**src/hdl/chtm_pkg.sv**
```systemverilog
// ----------------------------------------------------------------------------
// chtm_pkg
// shared constants, types and helpers for the max convex hull trick block
// ----------------------------------------------------------------------------
`default_nettype none

package chtm_pkg;

   localparam int DEPTH   = 1024;
   localparam int ADDR_W  = $clog2(DEPTH);
   localparam int CNT_W   = $clog2(DEPTH + 1);
   localparam int VAL_W   = 32;
   localparam int MUL_W   = 34;
   localparam int PROD_W  = 2 * MUL_W;

   localparam logic OP_ADD   = 1'b0;
   localparam logic OP_QUERY = 1'b1;

   typedef logic [ADDR_W-1:0] addr_type;
   typedef logic [CNT_W-1:0]  cnt_type;

   // one stored line with the joint to the next line
   typedef struct packed {
      logic signed [VAL_W-1:0] slope;
      logic signed [VAL_W-1:0] intercept;
      logic signed [VAL_W:0]   jnum;
      logic [VAL_W-1:0]        jden;
   } entry_type;

   localparam int ENTRY_W = $bits(entry_type);

   // physical slot of logical line i counted from the front
   function automatic addr_type slot(input addr_type fp, input cnt_type i);
      logic [CNT_W:0] s;
      s = (CNT_W+1)'(fp) + (CNT_W+1)'(i);
      if (s >= (CNT_W+1)'(DEPTH)) begin
         s = s - (CNT_W+1)'(DEPTH);
      end
      return s[ADDR_W-1:0];
   endfunction

   function automatic addr_type inc_addr(input addr_type fp);
      return (fp == ADDR_W'(DEPTH - 1)) ? '0 : fp + 1'b1;
   endfunction

   function automatic addr_type dec_addr(input addr_type fp);
      return (fp == '0) ? ADDR_W'(DEPTH - 1) : fp - 1'b1;
   endfunction

endpackage

`default_nettype wire

```
**src/hdl/chtm_mul.sv**
```systemverilog
// ----------------------------------------------------------------------------
// chtm_mul
// shared signed multiplier with registered product
// ----------------------------------------------------------------------------
`default_nettype none

module chtm_mul (
   input  wire logic                                clock,
   input  wire logic signed [chtm_pkg::MUL_W-1:0]  op_a,
   input  wire logic signed [chtm_pkg::MUL_W-1:0]  op_b,
   output      logic signed [chtm_pkg::PROD_W-1:0] prod_ff
);
   import chtm_pkg::*;

   logic signed [PROD_W-1:0] prod_in;

   assign prod_in = PROD_W'(op_a) * PROD_W'(op_b);

   always_ff @(posedge clock) begin
      prod_ff <= prod_in;
   end

endmodule

`default_nettype wire

```
**config.mk**
```make
export PLATFORM = sky130hd
export DESIGN_NAME = chtm_mul
export DESIGN_NICKNAME = d
export VERILOG_FILES = /design/src/hdl/chtm_pkg.sv /design/src/hdl/chtm_mul.sv
export SDC_FILE = /design/constraint.sdc
export NUM_CORES = 2
export LEC_CHECK = 0
export ABC_CLOCK_PERIOD_IN_PS = 11000
export BUFFER_PORTS_ARGS = -buffer_cell sky130_fd_sc_hd__buf_2
export CORE_MARGIN = 3
export CORE_UTILIZATION = 45
export DETAILED_ROUTE_END_ITERATION = 10
export SETUP_SLACK_MARGIN = 0.2
export SYNTH_ARGS = -nofsm -noshare
export SYNTH_HDL_FRONTEND = slang
export SYNTH_SLANG_ARGS = --single-unit
```
**constraint.sdc**
```tcl
create_clock -name clock -period 11 [get_ports clock]
set_clock_uncertainty 0.1 [all_clocks]
set_input_delay 2.2 -clock clock [delete_from_list [all_inputs] [get_ports clock]]
set_output_delay 2.2 -clock clock [all_outputs]
set_load 0.05 [all_outputs]
```
==> results by group <==
Clocking
  • Reg clk slew, reported paths: approximately 0.060 ns
  • CTS root buf: clkbuf_16
  • Sink Count: 68
  • Hold-fix buffers, CTS: 0
  • Setup Fix Bufs, Post-CTS: 0
  • TritonCTS clock tree: built
  • Cts bufs inserted: 9
  • Clk buf depth: 2
  • PostCTS Resize Cnt: 0
  • H-tree Lvls: 3

Layout
  • Top reg by flops: prod_ff
  • Max FFs per register: between 60 and 70
  • Share of cells above drive strength 1: 5.68%
  • Total Nets Final: a little over 6k
  • Top flop regs: prod_ff (68)
  • Fillers: between 9k and 10k
  • Synth-to-layout area growth: 5.24%

Floorplan
  • Die width: 316 um
  • IO Count: roughly 140
  • Core area: roughly 94000 sq um
  • Die Y: 316 um
  • Die area: approximately 100000 sq um
  • Starting Density: around 46%
  • Row cnt: about 110

Yosys
  • Area leader, netlist: fa_1
  • Post-synth EDFFs: 0
  • Synth Area per Inst: between 9 and 10 sq um
  • Cell area after synthesis: around 43000 sq um
  • Synth Register Bits: between 60 and 70
  • Seq/Total Area, Yosys: approximately 3.2%
  • Mapped Nets: just over 6k
  • Most used DFF post-synth: dfxtp_1
  • Ys Warns: 0
  • Count leader, synth: fa_1
  • Top cell type's share of synthesized area: 57.6%
  • Post-Synthesis Cells: about 4.6k
  • Most frequent cells after synthesis: fa_1 (1241), inv_1 (1235), and2_1 (625), nand2_1 (550), clkbuf_1 (216)
  • Synth unique cells: 73
  • Ys async rst share: 0%
  • Synth top area cells: fa_1 (58%), inv_1 (11%), and2_1 (9.1%)

Global routing
  • GRT Total Usage: between 20% and 30%
  • Vias in the first global route: 33.5k
  • Pin count of the biggest net entering global routing: 35
  • Met1 Usage GRT: 34.1%
  • Initial antenna violation count: 17
  • Gr ovfl total: 0
  • Grt met3 use: roughly 4.5%
  • Met2 Track Usage GR: between 40 and 50%
  • Busiest grt layer: met2
  • First-pass GRT wire length: between 150 and 200 mm

Timing
  • Slew @ Worst Pin: roughly 1.0 ns
  • Unrepaired setup endpoints after global routing: false
  • Slew Limit Fails: 0
  • Period minus WS final: 10.53 ns
  • Worst setup margin: between 0.4 and 0.5 ns
  • Tcrit/Tclk final: 95.7%
  • Max-slew headroom: 30.3%
  • Hold Vio Cnt, Final: 0
  • Min Hold Slack: ~2.3 ns
  • Setup violations, final: 0
  • Setup TNS: 0 ns
  • Achievable frequency: approximately 0.095 GHz

Drt
  • DR WL/cell: between 20 and 25 um
  • Final WL: ~120 mm
  • DR vias/cell: between 5 and 6
  • DR vias: around 30k
  • DRC Markers: 0
  • Final ANT Viol Nets: 0
  • Detailed-router iteration count before antenna repair: 5
  • Iter 0 DRT Violations: around 1.7k

Critical path
  • Startpoint type of the worst setup path: input pin
  • Critical path required time: approximately 11 ns
  • Critical path peak fanout: 27
  • Type of the worst setup path: input pin to flop
  • WP data arrival: 10.75 ns
  • Critical path capture point type: flop

Placed design
  • Buffers on Ports: 136
  • GPL Wtd Cong: 0.932
  • DP HPWL: roughly 100 mm
  • Pre-CTS setup slack: -0.0716 ns

Run
  • Maxcap violations: 0

Run status
  • Status: finished clean

Hold path
  • Min-delay worst type: input pin to flop
layer usage:
| layer | routed length, um | vias to the layer above |
|---|---|---|
| li1 | - | 12900 |
| met1 | 49600 | 15900 |
| met2 | 59300 | 922 |
| met3 | 7750 | 242 |
| met4 | 4500 | 6 |
| met5 | 40 | - |
area by class of cell:
cell class              instances  area (sq um)  share of cell area (%)
multi-input cells            3043         36300                    79.8
repair buffers                217          1290                    2.84
inverters                    1236          4640                    10.2
well taps                    1254          1570                    3.45
flip-flops and latches         68          1360                    3.00
diodes                         11          27.5                  0.0606
clock buffers                  11           233                   0.512
clock inverters                 5          52.6                   0.116
placed cells by master (no fill, tap or decap), drive strengths merged, types with 4 or more instances in the layout:
cell type | Yosys | routed
fa | 1241 | 1241
inv | 1235 | 1235
and2 | 625 | 625
nand2 | 550 | 550
buf | 14 | 217
ha | 204 | 204
dfxtp | 68 | 68
a21oi | 59 | 59
xnor2 | 57 | 57
nor2 | 55 | 55
o21ai | 38 | 38
a21o | 37 | 37
xor2 | 20 | 20
nand2b | 14 | 14
nand4 | 14 | 14
o21bai | 13 | 13
diode | 0 | 11
clkbuf | 217 | 11
nor3 | 10 | 10
and3 | 10 | 10
nand3 | 8 | 8
o211ai | 8 | 8
nor2b | 8 | 8
a211oi | 8 | 8
a31oi | 7 | 7
o21a | 6 | 6
nor4 | 4 | 4
a2111oi | 4 | 4
clkinv | 1 | 4
a221oi | 4 | 4
stage by stage:
| step | instance area [sq um] | util (%) | cells |
|---|---|---|---|
| floorplan | 43200 | - | 4578 |
| global placement | 45100 | 47.9 | 5818 |
| detailed placement | 45100 | 47.9 | 5818 |
| CTS | 45400 | 48.2 | 5834 |
| global route | 45400 | 48.2 | 5836 |
| finish | 45400 | 48.2 | 5845 |
path summary, 6_finish.rpt:
kind / startpoint / endpoint / slack [ns] / depth (start not counted)
setup / recovery: op_b[12] / prod_ff[67] / 0.47 / 25
hold / removal: op_b[0] / prod_ff[0] / 2.28 / 2
logic make-up after synthesis:
family                     Yosys count  share of synthesized area, %
adders and majority gates         1445                          63.5
xor gates and xnor gates            77                          1.56
AOI/OAI and AO/OA                  211                          3.41
and+or+nand+nor                   1310                          15.5
DFF                                 68                          3.15
buffers and inverters             1467                          12.9
critical path, cell delays in order:
cell and delay [ns]:
buf_2 0.70, buf_4 0.29, and2_1 0.14, fa_1 0.44, fa_1 0.55, inv_1 0.06, fa_1 0.50, fa_1 0.51
inv_1 0.05, fa_1 0.58, fa_1 0.45, fa_1 0.49, inv_1 0.05, fa_1 0.54, inv_1 0.09, ha_1 0.43
nand4_1 0.40, nor3_2 0.60, nand2_1 0.19, a2111oi_2 0.47, o41a_1 0.36, o21ba_2 0.20, nor2_2 0.06, o31ai_2 0.24
xnor2_1 0.15
Power is left out: the tool's default activity adds up to more than one toggle a clock period on the data nets, which glitch-free logic cannot reach.
