### config.mk
export PLATFORM = sky130hd
export DESIGN_NAME = chtm_ram
export DESIGN_NICKNAME = d
export VERILOG_FILES = /design/src/hdl/chtm_ram.sv
export SDC_FILE = /design/constraint.sdc
export NUM_CORES = 1
export LEC_CHECK = 0
export BUFFER_PORTS_ARGS = -buffer_cell sky130_fd_sc_hd__buf_2
export CORE_MARGIN = 2
export CORE_UTILIZATION = 53
export CTS_CLUSTER_DIAMETER = 150
export DETAILED_ROUTE_END_ITERATION = 10
export PLACE_DENSITY_LB_ADDON = 0.1
export SYNTH_ARGS = -nofsm -noshare
export SYNTH_HDL_FRONTEND = slang
export SYNTH_SLANG_ARGS = --single-unit
### constraint.sdc
create_clock -name clock -period 2.1 [get_ports clock]
set_input_delay 0.42 -clock clock [delete_from_list [all_inputs] [get_ports clock]]
set_output_delay 0.42 -clock clock [all_outputs]
set_load 0.005 [all_outputs]
### src/hdl/chtm_ram.sv
// ----------------------------------------------------------------------------
// chtm_ram
// simple dual port ram, one write and one registered read per cycle
// ----------------------------------------------------------------------------
`default_nettype none

module chtm_ram #(
   parameter int WIDTH = 8,
   parameter int DEPTH = 16
) (
   input  wire logic                     clock,
   input  wire logic                     wr_en,
   input  wire logic [$clog2(DEPTH)-1:0] wr_addr,
   input  wire logic [WIDTH-1:0]         wr_data,
   input  wire logic                     rd_en,
   input  wire logic [$clog2(DEPTH)-1:0] rd_addr,
   output      logic [WIDTH-1:0]         rd_data
);

   logic [WIDTH-1:0] mem [DEPTH];

   always_ff @(posedge clock) begin
      if (wr_en) begin
         mem[wr_addr] <= wr_data;
      end
      if (rd_en) begin
         rd_data <= mem[rd_addr];
      end
   end

endmodule

`default_nettype wire

==> summary.txt, run 1 <==
Crit path time final: 1.491 ns
Cell family with most CP delay: flip-flops
Fmax: 670.7 MHz
Register bit total from synthesis: 136
Top_reg_cell synth: edfxtp_1
Critical Path RT: 1.68 ns
Pleak: 2.132 nW
Die Area: 0.01067 sq mm
First DRT Iteration DRCs: 100
Syn Std Cell Area: 0.005228 sq mm
Post-cts hold buffer count: 0
Final HPWL DP: 5866 um
Final hold slack: 0.2830 ns
Gpl congestion: 0.7047
TritonCTS clock tree: yes
Largest net degree at the start of global routing: 33
Worst slew pin tran: 0.3868 ns
Post-CTS setup buffer count: 0
Placed cells: 399
Inserted Clock Buffers: 17
Row count: 36
Crit path buffers/inverters: 1
Total GRT Usage: 18.85%
Vias in the first global route: 2414
Syn_nets: 248
Final Hold Viols: 0
Worst R2R Setup Slack: 0.62 ns
Initial core utilization: 53.98%
Final period util: 71.00%
Pre-CTS setup slack: 0.1155 ns
CP startpoint kind: register
Final Max Slew Viols: 0
Root Buffer: clkbuf_8
Overflow after GRT: 0
Max-slew headroom: 74.22%
Standard cell area after detailed placement: 0.005633 sq mm
Post-synth top area cell: edfxtp_1
CP Max Fanout: 1
CP max stage cell: edfxtp_1
Setup Viol. Count Final: 0
Status: finished, final reports clean
Die X: 103.3 um
Number of remaining DRC errors: 0
Initial antenna violation count: 0
Number of warning messages in the yosys log: 0
Final Util: 64.60%
FFs w/ async S/R, synth: 0%
Clock skew: 0.005108 ns
Tot Pwr: 6.431 mW
Net count, final: 304
Routed Antenna Nets: 0
Final Cell Area: 0.006256 sq mm
Post-Route WL: 9009 um
Share of the synthesized area in the top cell type: 78.12%
Top-level I/O count: 27
First drt pass iteration count: 4
Number of vias per cell: 5.575
Core box area: 0.009684 sq mm
H-tree Lvls: 4
Antenna cells: 0
Cells after Synth: 229
Post-cts resize count: 0
Crit path arrival time: 1.07 ns
DR vias: 2403
Crit Path Class: reg2out
Synth Area per Inst: 22.83 sq um
Seq/Total Area, Yosys: 78.12%
Filler-free cell count of the finished design: 431
Port bufs: 26
Setup TNS: 0 ns
Peak supply drop: 0.0005416 V
Share of cells above drive strength 1: 32.21%
Skew-Pair Late Insertion Delay: 0.51 ns
Worst path cell trace: buf_2
CP peak stage delay: 0.42 ns
Final WS setup: 0.6089 ns
Number of flops mapped to enable cells by yosys: 136
Yosys cell types: 18
Area contributors post-synth: edfxtp_1, mux4_2, mux4_1
Clock-pin transition on the worst setup and hold timing paths: 0.06 ns
CTS sink cnt: 136
Pwr dens: 1028 mW/mm^2
Max Buffers Root-to-Sink: 2
Max Cap Viol: 0
Chip Height: 103.3 um
Hold Path Class: in2reg
First-pass GRT wire length: 13630 um
Unrepaired setup endpoints after global routing: no
Per-cell routed wire length: 20.90 um
Crit end category: output port
Area growth, synth to finish: 19.67%
==> cells in the mapped netlist (2+ instances only) <==
cell type	n
edfxtp_1	136
mux4_2	18
a22oi_1	16
mux4_1	14
nor2_1	13
nand2_1	9
nor3_1	4
buf_2	3
buf_6	3
clkdlybuf4s25_2	3
nand2b_1	2
nand3b_1	2
==> kinds of logic (layout without fill, tap and decap cells) <==
| logic type | count (synthesis) | count (layout) | share of synthesized area (%) |
|---|---|---|---|
| multiplexers | 32 | 32 | 14.79 |
| buffers and inverters | 10 | 79 | 1.651 |
| flip-flops | 136 | 136 | 78.12 |
| AO/OA/AOI/OAI | 16 | 16 | 2.298 |
| AND/OR/NAND/NOR | 35 | 35 | 3.136 |
==> placed cells by master (no fill, tap or decap), types with 3 or more instances in the layout <==
cell	instances
a22oi_1	16
buf_12	3
buf_2	26
buf_4	18
bufinv_16	5
clkbuf_16	16
clkinv_2	4
clkinvlp_4	3
edfxtp_1	136
mux4_1	14
mux4_2	18
nand2_1	9
nor2_1	13
nor3_1	4
==> registers in the layout (all words and copies together) (netlist names) <==
register and count:
rd_data 8, mem 128
==> layout make-up <==
cell class	count	area, sq um
Fill cell	679	3428
Clock inverter	14	205.2
Clock buffer	18	417.9
Timing Repair Buffer	47	325.3
Multi-Input combinational cell	83	1057
Sequential cell	136	4084
Tap cell	133	166.4
==> final timing paths <==
check / to / depth (start not counted) / from
worst min-delay path: rd_data[3] / 1 / rd_en
worst max-delay path: rd_data[7] / 1 / rd_data[7]
worst min register to register: rd_data[1] / 3 / mem[11][1]
worst max register to register: rd_data[6] / 3 / mem[0][6]
==> report_power, final <==
part | total [mW] | switching [mW] | internal (mW)
clock | 3.08 | 1.05 | 2.03
combinational | 0.275 | 0.151 | 0.124
sequential | 3.07 | 0.0144 | 3.06
==> layer usage <==
layer / up-vias / global-route usage [%] / wire length, um / share of wire, %
met4: 0 / 6.984 / 91 / 1.0
met3: 6 / 5.712 / 549 / 6.1
met2: 66 / 30.42 / 4561 / 51
met1: 1238 / 24.59 / 3807 / 42
li1: 1093 / - / - / -
met5: - / 0 / 0 / 0
No activity file was read; power rests on OpenSTA's default activity.
==> run 2, diff against run 1 <==
==> constraint.sdc (replaced) <==
create_clock -name clock -period 1.3 [get_ports clock]
set_input_delay 0.26 -clock clock [delete_from_list [all_inputs] [get_ports clock]]
set_output_delay 0.26 -clock clock [all_outputs]
set_load 0.005 [all_outputs]
==> run 2 against run 1 <==
The run now ends with negative setup slack left. Clock-buffer cell count unchanged. Hold slack worse by 0.17 ns. Global-route usage up 2.2 points. First-iteration DRC count up 62%. Register-to-register slack worse by 0.73 ns. Sequential share of layout area down 2.2 points. Sequential power up 62%. Wire length up 11%. Setup slack worse by 0.72 ns. Sequential cell count unchanged. Cell count up 4.4%. Clock power up 69%. Critical path type is now reg2reg.
==> summary.txt, run 2 (synthesis results as in run 1) <==
Gpl congestion: 0.7985 (+13%)
Peak supply drop: 0.0008572 V (+58%)
Number of vias per cell: 5.580 (about the same)
Biggest register: mem
Routed Antenna Nets: 0 (unchanged)
Crit path time final: 1.414 ns
Top-level I/O count: 27 (unchanged)
Post-Route WL: 10020 um (+11%)
TritonCTS clock tree: yes
First drt pass iteration count: 5 (+1)
Clock-pin transition on the worst setup and hold timing paths: 0.06 ns (about the same)
Reg-to-reg critical path startpoint: mem[0][7]
Final Util: 66.82% (+2.2 points)
Final Hold Viols: 0 (unchanged)
Port bufs: 26 (unchanged)
Most common cell after layout, fill and taps aside: edfxtp_1
First-pass GRT wire length: 15140 um (+11%)
Die X: 103.3 um (unchanged)
Hold EP: rd_data[5]
Setup TNS: -0.8030 ns (-0.8030 ns)
Root Buffer: clkbuf_8
Pwr dens: 1653 mW/mm^2 (+61%)
Chip Height: 103.3 um (unchanged)
Share of cells above drive strength 1: 45.43% (+13 points)
Initial core utilization: 53.98% (unchanged)
Total GRT Usage: 21.07% (+2.2 points)
Worst reg2reg path depth: 3 (unchanged)
CP Max Fanout: 1 (unchanged)
Hold path depth: 1 (unchanged)
Overflow after GRT: 0 (unchanged)
Largest register FFs: 128 (unchanged)
Crit path arrival time: 1.68 ns (+0.61 ns)
CTS sink cnt: 136 (unchanged)
H-tree Lvls: 4 (unchanged)
First DRT Iteration DRCs: 162 (+62%)
Endpoint of the most critical register-to-register path: rd_data[7]
Status: finished, violations left
Core box area: 0.009684 sq mm (unchanged)
CP startpoint kind: register
Inserted Clock Buffers: 17 (unchanged)
Final hold slack: 0.1136 ns (-0.1695 ns)
Pre-CTS setup slack: -0.4972 ns (-0.6127 ns)
Pleak: 2.206 nW (+3.5%)
Clock skew: 0.007534 ns (+0.002426 ns)
Number of remaining DRC errors: 0 (unchanged)
Per-cell routed wire length: 22.27 um (+6.5%)
Largest net degree at the start of global routing: 19 (-42%)
Die Area: 0.01067 sq mm (unchanged)
Regs by FF count: mem (128), rd_data (8)
Crit Path Class: reg2reg
Hold_sp: rd_en
Filler-free cell count of the finished design: 450 (+4.4%)
Final WS setup: -0.1138 ns (-0.7228 ns)
Placed cells: 418 (+4.8%)
Final period util: 108.8%
Hold Path Class: in2reg
Final HPWL DP: 6622 um (+13%)
Skew-Pair Late Insertion Delay: 0.52 ns (about the same)
Area growth, synth to finish: 23.79%
Max Cap Viol: 0 (unchanged)
Max-slew headroom: 39.28% (-35 points)
DR vias: 2511 (+4.5%)
Fmax: 707.3 MHz
Violated checks: negative setup slack
Crit end category: register
Tot Pwr: 10.70 mW (+66%)
Net count, final: 323 (+6.3%)
Max Buffers Root-to-Sink: 2 (unchanged)
Initial antenna violation count: 0 (unchanged)
Row count: 36 (unchanged)
Critical Path RT: 1.57 ns (-0.11 ns)
Standard cell area after detailed placement: 0.005788 sq mm (+2.8%)
Final Cell Area: 0.006471 sq mm (+3.4%)
Final Max Slew Viols: 0 (unchanged)
Worst R2R Setup Slack: -0.11 ns (-0.73 ns)
Commonest cells after routing, fill and taps aside: edfxtp_1, buf_4, mux4_2, buf_2, clkbuf_16
Unrepaired setup endpoints after global routing: yes
Worst slew pin tran: 0.9075 ns (+0.5208 ns)
Setup Viol. Count Final: 11 (+11)
Antenna cells: 0 (unchanged)
Vias in the first global route: 2498 (+3.5%)
==> run 2: changes by cell type in the layout (fill, tap and decap cells not counted), moves of 4 or more <==
| cell | delta |
|---|---|
| mux4_2 | +14 |
| nor3_1 | -4 |
| a22oi_2 | +8 |
| mux4_1 | -14 |
| a22oi_1 | -8 |
| buf_4 | +17 |
==> run 2: layout make-up <==
type	count	area, sq um
sequential	136	4084
clock buffer	18	417.9
timing repair buffer	66	493.0
tap	133	166.4
clock inverter	14	229.0
fill	623	3213
multi-input combinational	83	1081
==> run 2: worst max-delay path, cell delays in order (launching register included) <==
cell and delay (ns):
edfxtp_1 0.38, mux4_2 0.47, a22oi_2 0.23, nand2_1 0.08
==> run 2: per-layer routing <==
layer | wire length [um] | GRT usage [%] | part of all wire [%]
met3 | 551 | 5.376 | 5.5
met4 | 111 | 7.186 | 1.1
met5 | 0 | 0 | 0
met2 | 4957 | 31.67 | 49
met1 | 4399 | 30.63 | 44
==> run 2: how the worst max path moves through the flow <==
| stage | startpoint | endpoint | slack [ns] | depth (start not counted) |
|---|---|---|---|---|
| finish | mem[0][7] | rd_data[7] | -0.11 | 3 |
| global placement | rd_addr[0] | rd_data[2] | -0.52 | 6 |
| global route | mem[2][0] | rd_data[0] | -0.15 | 3 |
| detailed placement | rd_addr[0] | rd_data[2] | -0.50 | 6 |
| floorplan | rd_addr[0] | rd_data[1] | -0.16 | 5 |
| CTS | mem[1][2] | rd_data[2] | -0.12 | 3 |
==> run 2: timing repair <==
item,in CTS,in global routing
gates resized for setup,7,2
endpoints found under the setup margin,14,16
pin swaps,2,5
setup buffers,0,0
hold buffers,0,0
==> run 2: where the power goes <==
part,internal (mW),switching (mW)
clock,3.48,1.71
combinational,0.249,0.282
sequential,4.94,0.0293
total,8.67,2.02
